===== config.mk =====
export PLATFORM = sky130hd
export DESIGN_NAME = m4cm_merge_flat
export DESIGN_NICKNAME = d
export VERILOG_FILES = /design/src/rtl/m4cm_pkg.sv /design/src/rtl/m4cm_if.sv /design/src/rtl/m4cm_merge.sv /design/src/flat_wrapper.sv
export SDC_FILE = /design/constraint.sdc
export NUM_CORES = 1
export LEC_CHECK = 0
export BUFFER_PORTS_ARGS = -buffer_cell sky130_fd_sc_hd__buf_2
export CAP_MARGIN = 5
export CELL_PAD_IN_SITES_DETAIL_PLACEMENT = 0
export CELL_PAD_IN_SITES_GLOBAL_PLACEMENT = 1
export CORE_ASPECT_RATIO = 1.4
export CORE_MARGIN = 1
export CORE_UTILIZATION = 30
export DETAILED_ROUTE_END_ITERATION = 16
export PLACE_DENSITY = 0.82
export SYNTH_ARGS = -nofsm -noshare
export SYNTH_HDL_FRONTEND = slang
export SYNTH_SLANG_ARGS = --single-unit

===== constraint.sdc =====
create_clock -name clk -period 4.94 [get_ports clk]
set_input_delay 0.494 -clock clk [delete_from_list [all_inputs] [get_ports clk]]
set_output_delay 0.494 -clock clk [all_outputs]
set_load 0.05 [all_outputs]

===== src/rtl/m4cm_pkg.sv =====
`timescale 1ns / 1ps
`default_nettype none

package m4cm_pkg;

    localparam int NUM_ROWS = 4;
    localparam int ROW_W    = 2;
    localparam int COL_W    = 2;
    localparam int STORE_W  = COL_W + ROW_W;

    typedef enum logic
    {
        OP_LOAD     = 1'b0,
        OP_MULTIPLY = 1'b1
    } m4cm_op_t;

    // per-stage advance enables shared by the lanes
    typedef struct packed
    {
        logic s1;
        logic s2;
        logic s3;
    } m4cm_adv_t;

endpackage

`default_nettype wire


===== src/rtl/m4cm_if.sv =====
`timescale 1ns / 1ps
`default_nettype none


interface m4cm_out_if #(
    parameter int DATA_WIDTH = 32
);
    import m4cm_pkg::*;

    logic                         valid;
    logic                         ready;
    logic [COL_W-1:0]             result_column;
    logic signed [DATA_WIDTH-1:0] prod_row0;
    logic signed [DATA_WIDTH-1:0] prod_row1;
    logic signed [DATA_WIDTH-1:0] prod_row2;
    logic signed [DATA_WIDTH-1:0] prod_row3;
    logic                         saturated;

    modport source
    (
        output valid, result_column, prod_row0, prod_row1, prod_row2, prod_row3, saturated,
        input  ready
    );

    modport sink
    (
        input  valid, result_column, prod_row0, prod_row1, prod_row2, prod_row3, saturated,
        output ready
    );

endinterface

`default_nettype wire


===== src/rtl/m4cm_merge.sv =====
`timescale 1ns / 1ps
`default_nettype none

module m4cm_merge #(
    parameter int DATA_WIDTH = 32
)
(
    input  wire logic                         clk,
    input  wire logic                         rst_n,
    input  wire logic                         in_valid,
    input  wire logic [m4cm_pkg::COL_W-1:0]   in_column,
    input  wire logic signed [DATA_WIDTH-1:0] lane_value [m4cm_pkg::NUM_ROWS],
    input  wire logic [m4cm_pkg::NUM_ROWS-1:0] lane_clip,
    output logic                              out_free,
    m4cm_out_if.source                        results
);
    import m4cm_pkg::*;

    logic                         valid_reg;
    logic                         valid_next;
    logic                         load;
    logic [COL_W-1:0]             column_reg;
    logic signed [DATA_WIDTH-1:0] prod_reg [NUM_ROWS];
    logic                         sat_reg;

    always_comb
    begin
        out_free   = !valid_reg || results.ready;
        load       = in_valid && out_free;
        valid_next = load || (valid_reg && !results.ready);
    end

    always_ff @(posedge clk or negedge rst_n)
    begin
        if (!rst_n)
        begin
            valid_reg <= 1'b0;
        end
        else
        begin
            valid_reg <= valid_next;
        end
    end

    always_ff @(posedge clk)
    begin
        if (load)
        begin
            column_reg <= in_column;
            prod_reg   <= lane_value;
            sat_reg    <= |lane_clip;
        end
    end

    assign results.valid         = valid_reg;
    assign results.result_column = column_reg;
    assign results.prod_row0     = prod_reg[0];
    assign results.prod_row1     = prod_reg[1];
    assign results.prod_row2     = prod_reg[2];
    assign results.prod_row3     = prod_reg[3];
    assign results.saturated     = sat_reg;

endmodule

`default_nettype wire


===== src/flat_wrapper.sv =====
// flat-port wrapper written by rule: the top's interface ports become plain ports
module m4cm_merge_flat import m4cm_pkg::*;
#(
    parameter int DATA_WIDTH = 32
)
  (clk, rst_n, in_valid, in_column, lane_value, lane_clip, out_free, results_valid, results_result_column, results_prod_row0, results_prod_row1, results_prod_row2, results_prod_row3, results_saturated, results_ready);
  m4cm_out_if #(.DATA_WIDTH(DATA_WIDTH)) results_i ();
  input  wire logic clk;
  input  wire logic rst_n;
  input  wire logic in_valid;
  input  wire logic [m4cm_pkg::COL_W-1:0] in_column;
  input  wire logic signed [DATA_WIDTH-1:0] lane_value[m4cm_pkg::NUM_ROWS];
  input  wire logic [m4cm_pkg::NUM_ROWS-1:0] lane_clip;
  output logic out_free;
  output wire logic [$bits(results_i.valid)-1:0] results_valid;
  output wire logic [$bits(results_i.result_column)-1:0] results_result_column;
  output wire logic [$bits(results_i.prod_row0)-1:0] results_prod_row0;
  output wire logic [$bits(results_i.prod_row1)-1:0] results_prod_row1;
  output wire logic [$bits(results_i.prod_row2)-1:0] results_prod_row2;
  output wire logic [$bits(results_i.prod_row3)-1:0] results_prod_row3;
  output wire logic [$bits(results_i.saturated)-1:0] results_saturated;
  input wire logic [$bits(results_i.ready)-1:0] results_ready;
  assign results_valid = results_i.valid;
  assign results_result_column = results_i.result_column;
  assign results_prod_row0 = results_i.prod_row0;
  assign results_prod_row1 = results_i.prod_row1;
  assign results_prod_row2 = results_i.prod_row2;
  assign results_prod_row3 = results_i.prod_row3;
  assign results_saturated = results_i.saturated;
  assign results_i.ready = results_ready;
  m4cm_merge #(.DATA_WIDTH(DATA_WIDTH)) u_core (.clk(clk), .rst_n(rst_n), .in_valid(in_valid), .in_column(in_column), .lane_value(lane_value), .lane_clip(lane_clip), .out_free(out_free), .results(results_i));
endmodule

==> reports/results.txt, run 1 <==
DR vias/cell: 4.181
Starting DRT DRC Count: 49
Post-synthesis cell count: 136
Yosys warning count: 0
Initial antenna violation count: 3
Sequential share of power: 46.7%
DRT antenna net count: 0
Layout Nets: 565
GPL Wtd Cong: 0.7237
Cell area after layout: 0.006098 mm^2
Chip Width: 99.41 um
CP cell instances: nand2b_1 -> and2_4 -> buf_4
Post-route insts no fill: 592
HP Class: in -> reg
Hold_ws: 0.2634 ns
Unique masters post-synth: 5
Largest net degree at the start of global routing: 92
Fin util: 47.37%
CP max stage cell: and2_4
Slew @ Worst Pin: 1.168 ns
Max Freq: 407.7 MHz
Drt pass-1 iters: 4
Final HPWL from detailed placement: 7110 um
Clk pwr share: 41.0%
TNS Setup: 0 ns
DRC violations left: 0
Clk sinks: 132
Final setup viols: 0
Vias post-DR: 2475
Pint: 2.121 mW
Post-CTS Setup Inserts: 0
Sw Ratio: 25.02%
H-tree levels: 4
Clk_lat worst skew: 0.40 ns
Core area: 0.01287 mm^2
Worst rel slew slack: 22.14%
Crit path buffers/inverters: 1
PwrDens: 463.8 mW/mm^2
Commonest non-fill, non-tap cell in the layout: buf_2
Skew final: 0.01191 ns
Final Hold Viols: 0
CP delay by family, top: simple AND/OR/NAND/NOR gates
Port Buffers: 270
Die height: 138.4 um
Post-layout worst setup margin: 2.487 ns
Worst vdd ir: 0.2122 mV
Crit. End Element: register
Post-DR wirelength/cell: 15.69 um
Layout area overhead: 53.03%
CP arrival: 2.49 ns
Sequential fraction of the synthesis area: 99.34%
Dpl cells: 560
Leak: 2.597 nW
CP Max Fanout: 91
First-pass GRT wire length: 13590 um
Layout cells sized above 1: 67.88%
I/O Pins: 271
Congestion Overflow GR: 0
CTS tree: built
FF+latch count, synth: 132
GRT Total Usage: 13.74%
Initial core utilization: 30.95%
CTS max path bufs: 2
Unrepaired setup endpoints after global routing: no
Clock root cell: clkbuf_16
Outcome: finished clean
Syn avg cell area: 29.30 um^2
Tmin final: 2.453 ns
Required @ worst endpoint: 4.98 ns
Setup CP Type: reg -> reg
Net Sw Power: 0.7078 mW
Final WL: 9288 um
Clock slew at reported path FFs: 0.06 ns
Post-Syn Nets: 274
Crit-path max cell delay: 0.93 ns
Total power: 2.829 mW
Vias in the first global route: 2686
Fin crit share: 49.65%
Setup WS pre-CTS: 2.256 ns
Die area: 0.01375 mm^2
CP startpoint kind: register
Most frequent cells in the layout: buf_2 (270), edfxtp_1 (131), clkbuf_16 (17)
Post-Place Cell Area: 0.005538 mm^2
Antenna fix cells: 0
Row count: 49
Comb pwr share: 12.3%
Synth Cell Area: 0.003985 mm^2
Max-slew violations: 0
Max Cap Violations: 0
TritonCTS Buffers: 17
==> synthesized netlist by cell type (all sizes together) <==
cell type / number / share of area, %
and2: 1 / 0.16
dfrtp: 1 / 0.63
edfxtp: 131 / 99
nand2b: 2 / 0.31
or4: 1 / 0.19
==> layout make-up <==
cell class	instances	area, um^2
Clock buffer	21	440.4
Sequential cell	132	3959
Fill cell	1141	6777
Timing Repair Buffer	272	1369
Multi-Input combinational cell	4	28.78
Clock inverter	10	110.1
Tap cell	153	191.4
==> routing by layer <==
metal / GRT usage, % / vias to the layer above / wire length [um]
met5: 0 / - / 27
met4: 7.585 / 4 / 262
met3: 6.673 / 22 / 865
met2: 24.20 / 145 / 5015
met1: 12.73 / 1167 / 3117
li1: - / 1137 / -
==> final timing paths <==
| path | from | cells past startpoint | end | slack (ns) |
|---|---|---|---|---|
| worst max-delay path | u_core.results.valid | 3 | u_core.results.prod_row3[2] | 2.49 |
| worst min-delay path | lane_value[41] | 1 | u_core.results.prod_row2[9] | 0.26 |
| worst max register to register | u_core.results.valid | 3 | u_core.results.prod_row3[2] | 2.49 |
| worst min register to register | u_core.results.valid | 2 | u_core.results.valid | 0.55 |
| max in group asynchronous | rst_n | 2 | u_core.results.valid | 4.47 |
| min in group asynchronous | rst_n | 2 | u_core.results.valid | 0.39 |
==> power by group through the flow <==
| stage | sequential [mW] | combinational, mW | clock [mW] |
|---|---|---|---|
| floorplan | 1.56 | 0.0227 | 0 |
| global placement | 1.34 | 0.346 | 0 |
| detailed placement | 1.35 | 0.351 | 0 |
| CTS | 1.32 | 0.352 | 1.20 |
| global route | 1.33 | 0.361 | 1.24 |
| finish | 1.32 | 0.347 | 1.16 |
==> cell families after synthesis <==
| group | Yosys count | share of synthesized area (%) |
|---|---|---|
| DFF | 132 | 99.34 |
| and+or+nand+nor | 4 | 0.6595 |
==> timing repair <==
action	4_1_cts	5_1_grt
gates resized for setup	0	0
hold endpoints to repair	1	0
hold buffers	1	0
Power figures use the tool's default switching activity.
==> run 2, diff against run 1 <==
clock period = 2.5 ns   (was 4.94 ns; I/O delays follow)
==> run 2 against run 1 <==
  * Sequential power up 98%
  * Count of clock-buffer cells in the layout down 3
  * Total power up 100%
  * Flip-flop and latch count unchanged
  * Critical path type unchanged
  * Cell count up 9.0%
  * Wire length up 13%
  * Combinational power up 120%
==> reports/results.txt, run 2 (same netlist as run 1, synthesis figures left out) <==
CTS hold repair buffers: 46
Crit. End Element: register
CP startpoint kind: register
Core area: 0.01287 mm^2
Clk_lat worst skew: 0.41 ns
Max Freq: 640.2 MHz
Met2 global-route usage: 27.70%
Met3 Use GR: 5.814%
Congestion Overflow GR: 0
GRT Total Usage: 15.49%
TNS Setup: 0 ns
Die area: 0.01375 mm^2
Final setup viols: 0
Starting DRT DRC Count: 51
Antenna fix cells: 0
Clock root cell: clkbuf_16
I/O Pins: 271
CP delay by family, top: buffers and inverters
Hold_ws: 0.02050 ns
Vias post-DR: 2716
Final WL: 10520 um
First-pass GRT wire length: 15370 um
H-tree levels: 4
Crit-path max cell delay: 0.51 ns
PwrDens: 853.5 mW/mm^2
Final Hold Viols: 0
Clk sinks: 132
Port Buffers: 270
Tmin final: 1.562 ns
Leak: 2.823 nW
Post-DR wirelength/cell: 16.32 um
Layout cells sized above 1: 60.98%
Initial antenna violation count: 0
Chip Width: 99.41 um
Drt pass-1 iters: 4
Outcome: finished clean
Grt met1 use: 14.51%
Die height: 138.4 um
DR vias/cell: 4.211
Layout area overhead: 66.78%
CP arrival: 1.60 ns
CP Max Fanout: 52
Max Cap Violations: 0
Fin crit share: 62.48%
CTS max path bufs: 2
Setup CP Type: reg -> reg
Row count: 49
Required @ worst endpoint: 2.53 ns
Post-cts resize count: 0
Post-Place Cell Area: 0.005560 mm^2
CTS tree: built
Most crowded layer after global routing: met2
Commonest non-fill, non-tap cell in the layout: buf_2
TritonCTS Buffers: 17
Most frequent cells in the layout: buf_2 (270), edfxtp_1 (131), dlygate4sd3_1 (54)
Max-slew violations: 0
Worst rel slew slack: 57.55%
Worst vdd ir: 0.4715 mV
Unrepaired setup endpoints after global routing: no
Slew @ Worst Pin: 0.6368 ns
Dpl cells: 561
Skew final: 0.006732 ns
GPL Wtd Cong: 0.7891
Fin util: 51.62%
Post-CTS Setup Inserts: 0
Cell area after layout: 0.006646 mm^2
Largest net degree at the start of global routing: 80
Post-route insts no fill: 645
Crit path buffers/inverters: 1
Layout Nets: 619
DRC violations left: 0
CP max stage cell: buf_4
Initial core utilization: 30.95%
HP Class: in -> reg
Vias in the first global route: 2987
CP cell instances: nand2b_2 -> and2_4 -> buf_4
DRT antenna net count: 0
Clock slew at reported path FFs: 0.06 ns
## run 2: cell types whose count changed in the layout (fill, tap and decap cells not counted)
cell           previous run  this run
nand2b_1                  2         1
clkbuf_1                  4         1
clkinvlp_4                3         4
nand2b_2                  0         1
buf_12                    0         1
clkinv_1                  1         3
clkinv_4                  1         0
dlygate4sd3_1             1        54
## run 2: per-stage QoR
step           power (mW)  setup slack (ns)
6_report            5.673            0.9381
5_1_grt             5.856            0.8595
3_3_place_gp        3.345             1.006
3_5_place_dp        3.358            0.9472
2_1_floorplan       3.118            0.1555
4_1_cts             5.734            0.9288
## run 2: worst reg2reg max path, stage by stage (launching register included)
cell and delay [ns]:
dfrtp_1 0.40, nand2b_2 0.09, and2_4 0.15, buf_4 0.51
## run 2: final timing paths
| path | start | end | slack [ns] | depth (start not counted) |
|---|---|---|---|---|
| max | u_core.results.valid | u_core.results.prod_row2[19] | 0.94 | 3 |
| min | lane_value[28] | u_core.results.prod_row3[28] | 0.02 | 1 |
| max reg2reg | u_core.results.valid | u_core.results.prod_row2[19] | 0.94 | 3 |
| min reg2reg | u_core.results.valid | u_core.results.valid | 0.55 | 2 |
| max in group asynchronous | rst_n | u_core.results.valid | 2.28 | 2 |
| min in group asynchronous | rst_n | u_core.results.valid | 0.14 | 2 |
## run 2: per-layer routing
layer  wire [um]  part of all wire, %
met5           0                    0
met4         399                  3.8
met3         771                  7.3
met2        5795                   55
met1        3557                   34
## run 2: layout make-up
type	count	area, um^2
Fill cell	1069	6228
Sequential cell	132	3959
Timing Repair Buffer	326	1919
Clock buffer	18	429.2
Tap cell	153	191.4
Clock inverter	12	116.4
Multi-Input combinational cell	4	31.28
## run 2: power by group
part           switching (mW)  leakage (nW)  internal, mW
Clock                   0.860         0.256          1.44
Sequential             0.0279          1.26          2.58
Combinational           0.553          1.31         0.212
==> run 3, diff against run 2 <==
ABC_AREA = 1   (was unset)
clock period = 1.5 ns   (was 2.5 ns; I/O delays follow)
==> run 3 against run 2 <==
  * The flow now stops in clock tree synthesis (4_1_cts)
  * Synthesized cell count up 2.9%
  * Synthesized area up 0.13%
==> reports/results.txt, run 3 <==
Chip Width: 99.47 um
Post-Syn Nets: 278
Main synth FF type: edfxtp_1
Syn avg cell area: 28.50 um^2
Count leader, synth: edfxtp_1
Failed at: clock tree synthesis (4_1_cts)
EDFF count, synth: 131
Die height: 138.5 um
CTS hold repair buffers: 125
Clock root cell: clkbuf_16
Error: [ERROR RSZ-0060] Max buffer count reached.
Synth top area share: 98.59%
Row count: 49
Port Buffers: 270
Yosys warning count: 0
TritonCTS Buffers: 17
Post-cts resize count: 0
Sequential fraction of the synthesis area: 99.22%
I/O Pins: 271
Synth top area cells: edfxtp_1 (99%), dfrtp_1 (0.63%), nand2_1 (0.28%), inv_1 (0.19%), nor2_1 (0.19%)
Post-Place Cell Area: 0.005617 mm^2
Post-synthesis cell count: 140
Clk sinks: 132
Setup WS pre-CTS: 0.1387 ns
GPL Wtd Cong: 0.7435
Leading area contributor after synthesis: edfxtp_1
Post-CTS Setup Inserts: 0
Synth Cell Area: 0.003990 mm^2
H-tree levels: 4
Ys async rst share: 0.7576%
Commonest cells post-synth: edfxtp_1 (131), nand2_1 (3), inv_1 (2), nor2_1 (2)
Unique masters post-synth: 6
FF+latch count, synth: 132
Initial core utilization: 30.84%
CTS max path bufs: 2
Outcome: stopped before the end
-- run 3: cell types whose count changed after synthesis, sizes merged --
cell,before,now
a21oi,0,1
and2,1,0
inv,0,2
nand2,0,3
nand2b,2,0
nor2,0,2
or4,1,0
-- run 3: cell families after synthesis --
logic type	share of synthesized area, %
and+or+nand+nor	0.4704
DFF	99.22
AOI/OAI and AO/OA	0.1253
buffers and inverters	0.1882
-- run 3: through the flow --
stage                     cells  TNS [ns]
after global placement      590         0
after floorplan             140   -223.57
after detailed placement    590         0
==> run 4, diff against run 3 <==
CELL_PAD_IN_SITES_DETAIL_PLACEMENT = unset   (was 0)
CELL_PAD_IN_SITES_GLOBAL_PLACEMENT = unset   (was 1)
CORE_ASPECT_RATIO = unset   (was 1.4)
CORE_UTILIZATION = 20   (was 30)
PLACE_DENSITY = unset   (was 0.82)
PLACE_DENSITY_LB_ADDON = 0.15   (was unset)
==> run 4 against run 3 <==
  * The flow now finishes without violations
  * Synthesized area is the same
  * Synthesized cell count unchanged
==> reports/results.txt, run 4 <==
Met3 Use GR: 5.869%
First-pass GRT wire length: 16590 um
Synth top area share: 98.59%
Count leader, synth: edfxtp_1
Post-Synth Adder-Cell Area: 0%
Setup CP Type: reg -> out
DRC violations left: 0
Worst vdd ir: 0.7158 mV
Core area: 0.01953 mm^2
Most frequent cells in the layout: buf_2 (270), dlygate4sd3_1 (136), edfxtp_1 (131)
Clock slew at reported path FFs: 0.06 ns
Vias in the first global route: 3296
DRT antenna net count: 0
Final Hold Viols: 0
Main synth FF type: edfxtp_1
Post-cts resize count: 0
Synth Cell Area: 0.003990 mm^2
Layout cells sized above 1: 53.08%
Largest family of logic cells by synthesized area: simple AND/OR/NAND/NOR gates
Fin crit share: 89.69%
Most crowded layer after global routing: met2
Layout area overhead: 93.79%
Initial antenna violation count: 1
PwrDens: 1270 mW/mm^2
Clk_lat worst skew: 0.41 ns
Slew @ Worst Pin: 0.3267 ns
Tmin final: 1.345 ns
Initial core utilization: 20.43%
Starting DRT DRC Count: 100
Congestion Overflow GR: 0
Reg-to-reg endpoint: u_core.results.prod_row3[22]
Synth Area in Compound Gates: 0.1254%
Row count: 51
Chip Width: 143.2 um
Largest net degree at the start of global routing: 61
CP max stage cell: dfrtp_2
Required @ worst endpoint: 1.35 ns
Outcome: finished clean
CP startpoint kind: register
Hold path startpoint: results_ready
Die height: 143.2 um
Post-layout worst setup margin: 0.1547 ns
CP arrival: 1.20 ns
Unique masters post-synth: 6
Filler cells: 1860
Leading area contributor after synthesis: edfxtp_1
Critical path endpoint: out_free
CTS max path bufs: 2
Port Buffers: 270
GPL Wtd Cong: 0.6900
Synth top area cells: edfxtp_1 (99%), dfrtp_1 (0.63%), nand2_1 (0.28%), inv_1 (0.19%), nor2_1 (0.19%)
Post-DR wirelength/cell: 13.11 um
Unrepaired setup endpoints after global routing: no
Layout Nets: 710
Die area: 0.02052 mm^2
Final HPWL from detailed placement: 7707 um
Final setup viols: 0
Drt pass-1 iters: 4
Final WL: 11140 um
Post-Syn Nets: 278
Post-synthesis xor/xnor area fraction: 0%
Worst R2R Start: u_core.results.valid
Clk sinks: 132
I/O Pins: 271
Commonest cells post-synth: edfxtp_1 (131), nand2_1 (3), inv_1 (2), nor2_1 (2)
Max Freq: 743.3 MHz
Syn avg cell area: 28.50 um^2
Post-synthesis mux area share: 0%
DR vias/cell: 3.532
Critical Path Source: u_core.results.valid
H-tree levels: 4
Met2 global-route usage: 18.28%
Leak: 3.235 nW
TNS Setup: 0 ns
Post-route insts no fill: 850
Post-synthesis simple-gate area fraction: 0.4704%
Dpl cells: 682
Max Cap Violations: 0
Skew final: 0.009525 ns
Vias post-DR: 3002
GRT Total Usage: 11.08%
Yosys warning count: 0
Setup WS pre-CTS: 0.1919 ns
Clock root cell: clkbuf_16
CP Max Fanout: 3
TritonCTS Buffers: 17
Worst rel slew slack: 78.22%
CP cell instances: nand2_1 -> buf_2
Commonest non-fill, non-tap cell in the layout: buf_2
Post-synthesis cell count: 140
FF-to-FF path depth: 2
EDFF count, synth: 131
Hold_ws: 0.04874 ns
Crit. End Element: output pin
Sequential fraction of the synthesis area: 99.22%
FF+latch count, synth: 132
Flop-to-flop setup slack: 0.17 ns
Ys async rst share: 0.7576%
Grt met1 use: 11.58%
Crit-path max cell delay: 0.43 ns
Fin util: 39.60%
HP Class: in -> reg
CTS tree: built
Max-slew violations: 0
[run 4: worst min-delay path by stage]
| stage | end | slack [ns] | cells past startpoint |
|---|---|---|---|
| 2_1_floorplan | u_core.results.valid | -0.15 | 0 |
| 3_5_place_dp | u_core.results.valid | -0.07 | 1 |
| 3_3_place_gp | u_core.results.valid | -0.07 | 1 |
| 4_1_cts | u_core.results.valid | 0.02 | 4 |
| 6_report | u_core.results.valid | 0.05 | 4 |
| 5_1_grt | u_core.results.valid | 0.07 | 2 |
[run 4: cell families (layout without fill, tap and decap cells)]
logic type | count (synthesis) | in the layout
compound gates | 1 | 1
simple gates | 5 | 5
other cells | 0 | 1
flops | 132 | 132
buf+inv | 2 | 446
[run 4: where the power goes]
group          switching [mW]  total (mW)  internal [mW]  leakage (nW)
registers              0.0483        4.35           4.30          1.26
clock network            1.67        3.99           2.32         0.270
logic                   0.958        1.48          0.521          1.71
total                    2.68        9.82           7.14          3.24
[run 4: layout make-up]
| class | count | area (um^2) | area share [%] |
|---|---|---|---|
| Timing Repair Buffer | 413 | 2828 | 36.57 |
| Inverter | 2 | 7.507 | 0.09709 |
| Clock buffer | 17 | 425.4 | 5.502 |
| Clock inverter | 14 | 142.6 | 1.845 |
| Tap cell | 265 | 331.6 | 4.288 |
| Multi-Input combinational cell | 6 | 35.03 | 0.4531 |
| Sequential cell | 132 | 3960 | 51.21 |
| Antenna cell | 1 | 2.502 | 0.03236 |
[run 4: per-layer routing]
metal  wire (um)  vias up
met5           0        -
met4         165        0
met3        1184       13
met2        5551      168
met1        4240     1384
li1            -     1437
[run 4: what timing repair did]
action | in CTS | in global routing
setup buffers | 0 | 0
endpoints found under the hold margin | 133 | 0
hold buffers | 136 | 0
[run 4: critical path: cells and delay by family (launching register included)]
family / cells / cell delay, ns
buf+inv: 1 / 0.26
simple gates: 1 / 0.09
flops: 1 / 0.43
[run 4: metrics by stage]
| stage | area [um^2] | power (mW) |
|---|---|---|
| 6_report | 7732 | 9.820 |
| 5_1_grt | 7730 | 10.22 |
| 4_1_cts | 7730 | 9.974 |
| 3_5_place_dp | 5801 | 5.634 |
| 3_3_place_gp | 5801 | 5.631 |
| 2_1_floorplan | 4003 | 5.210 |
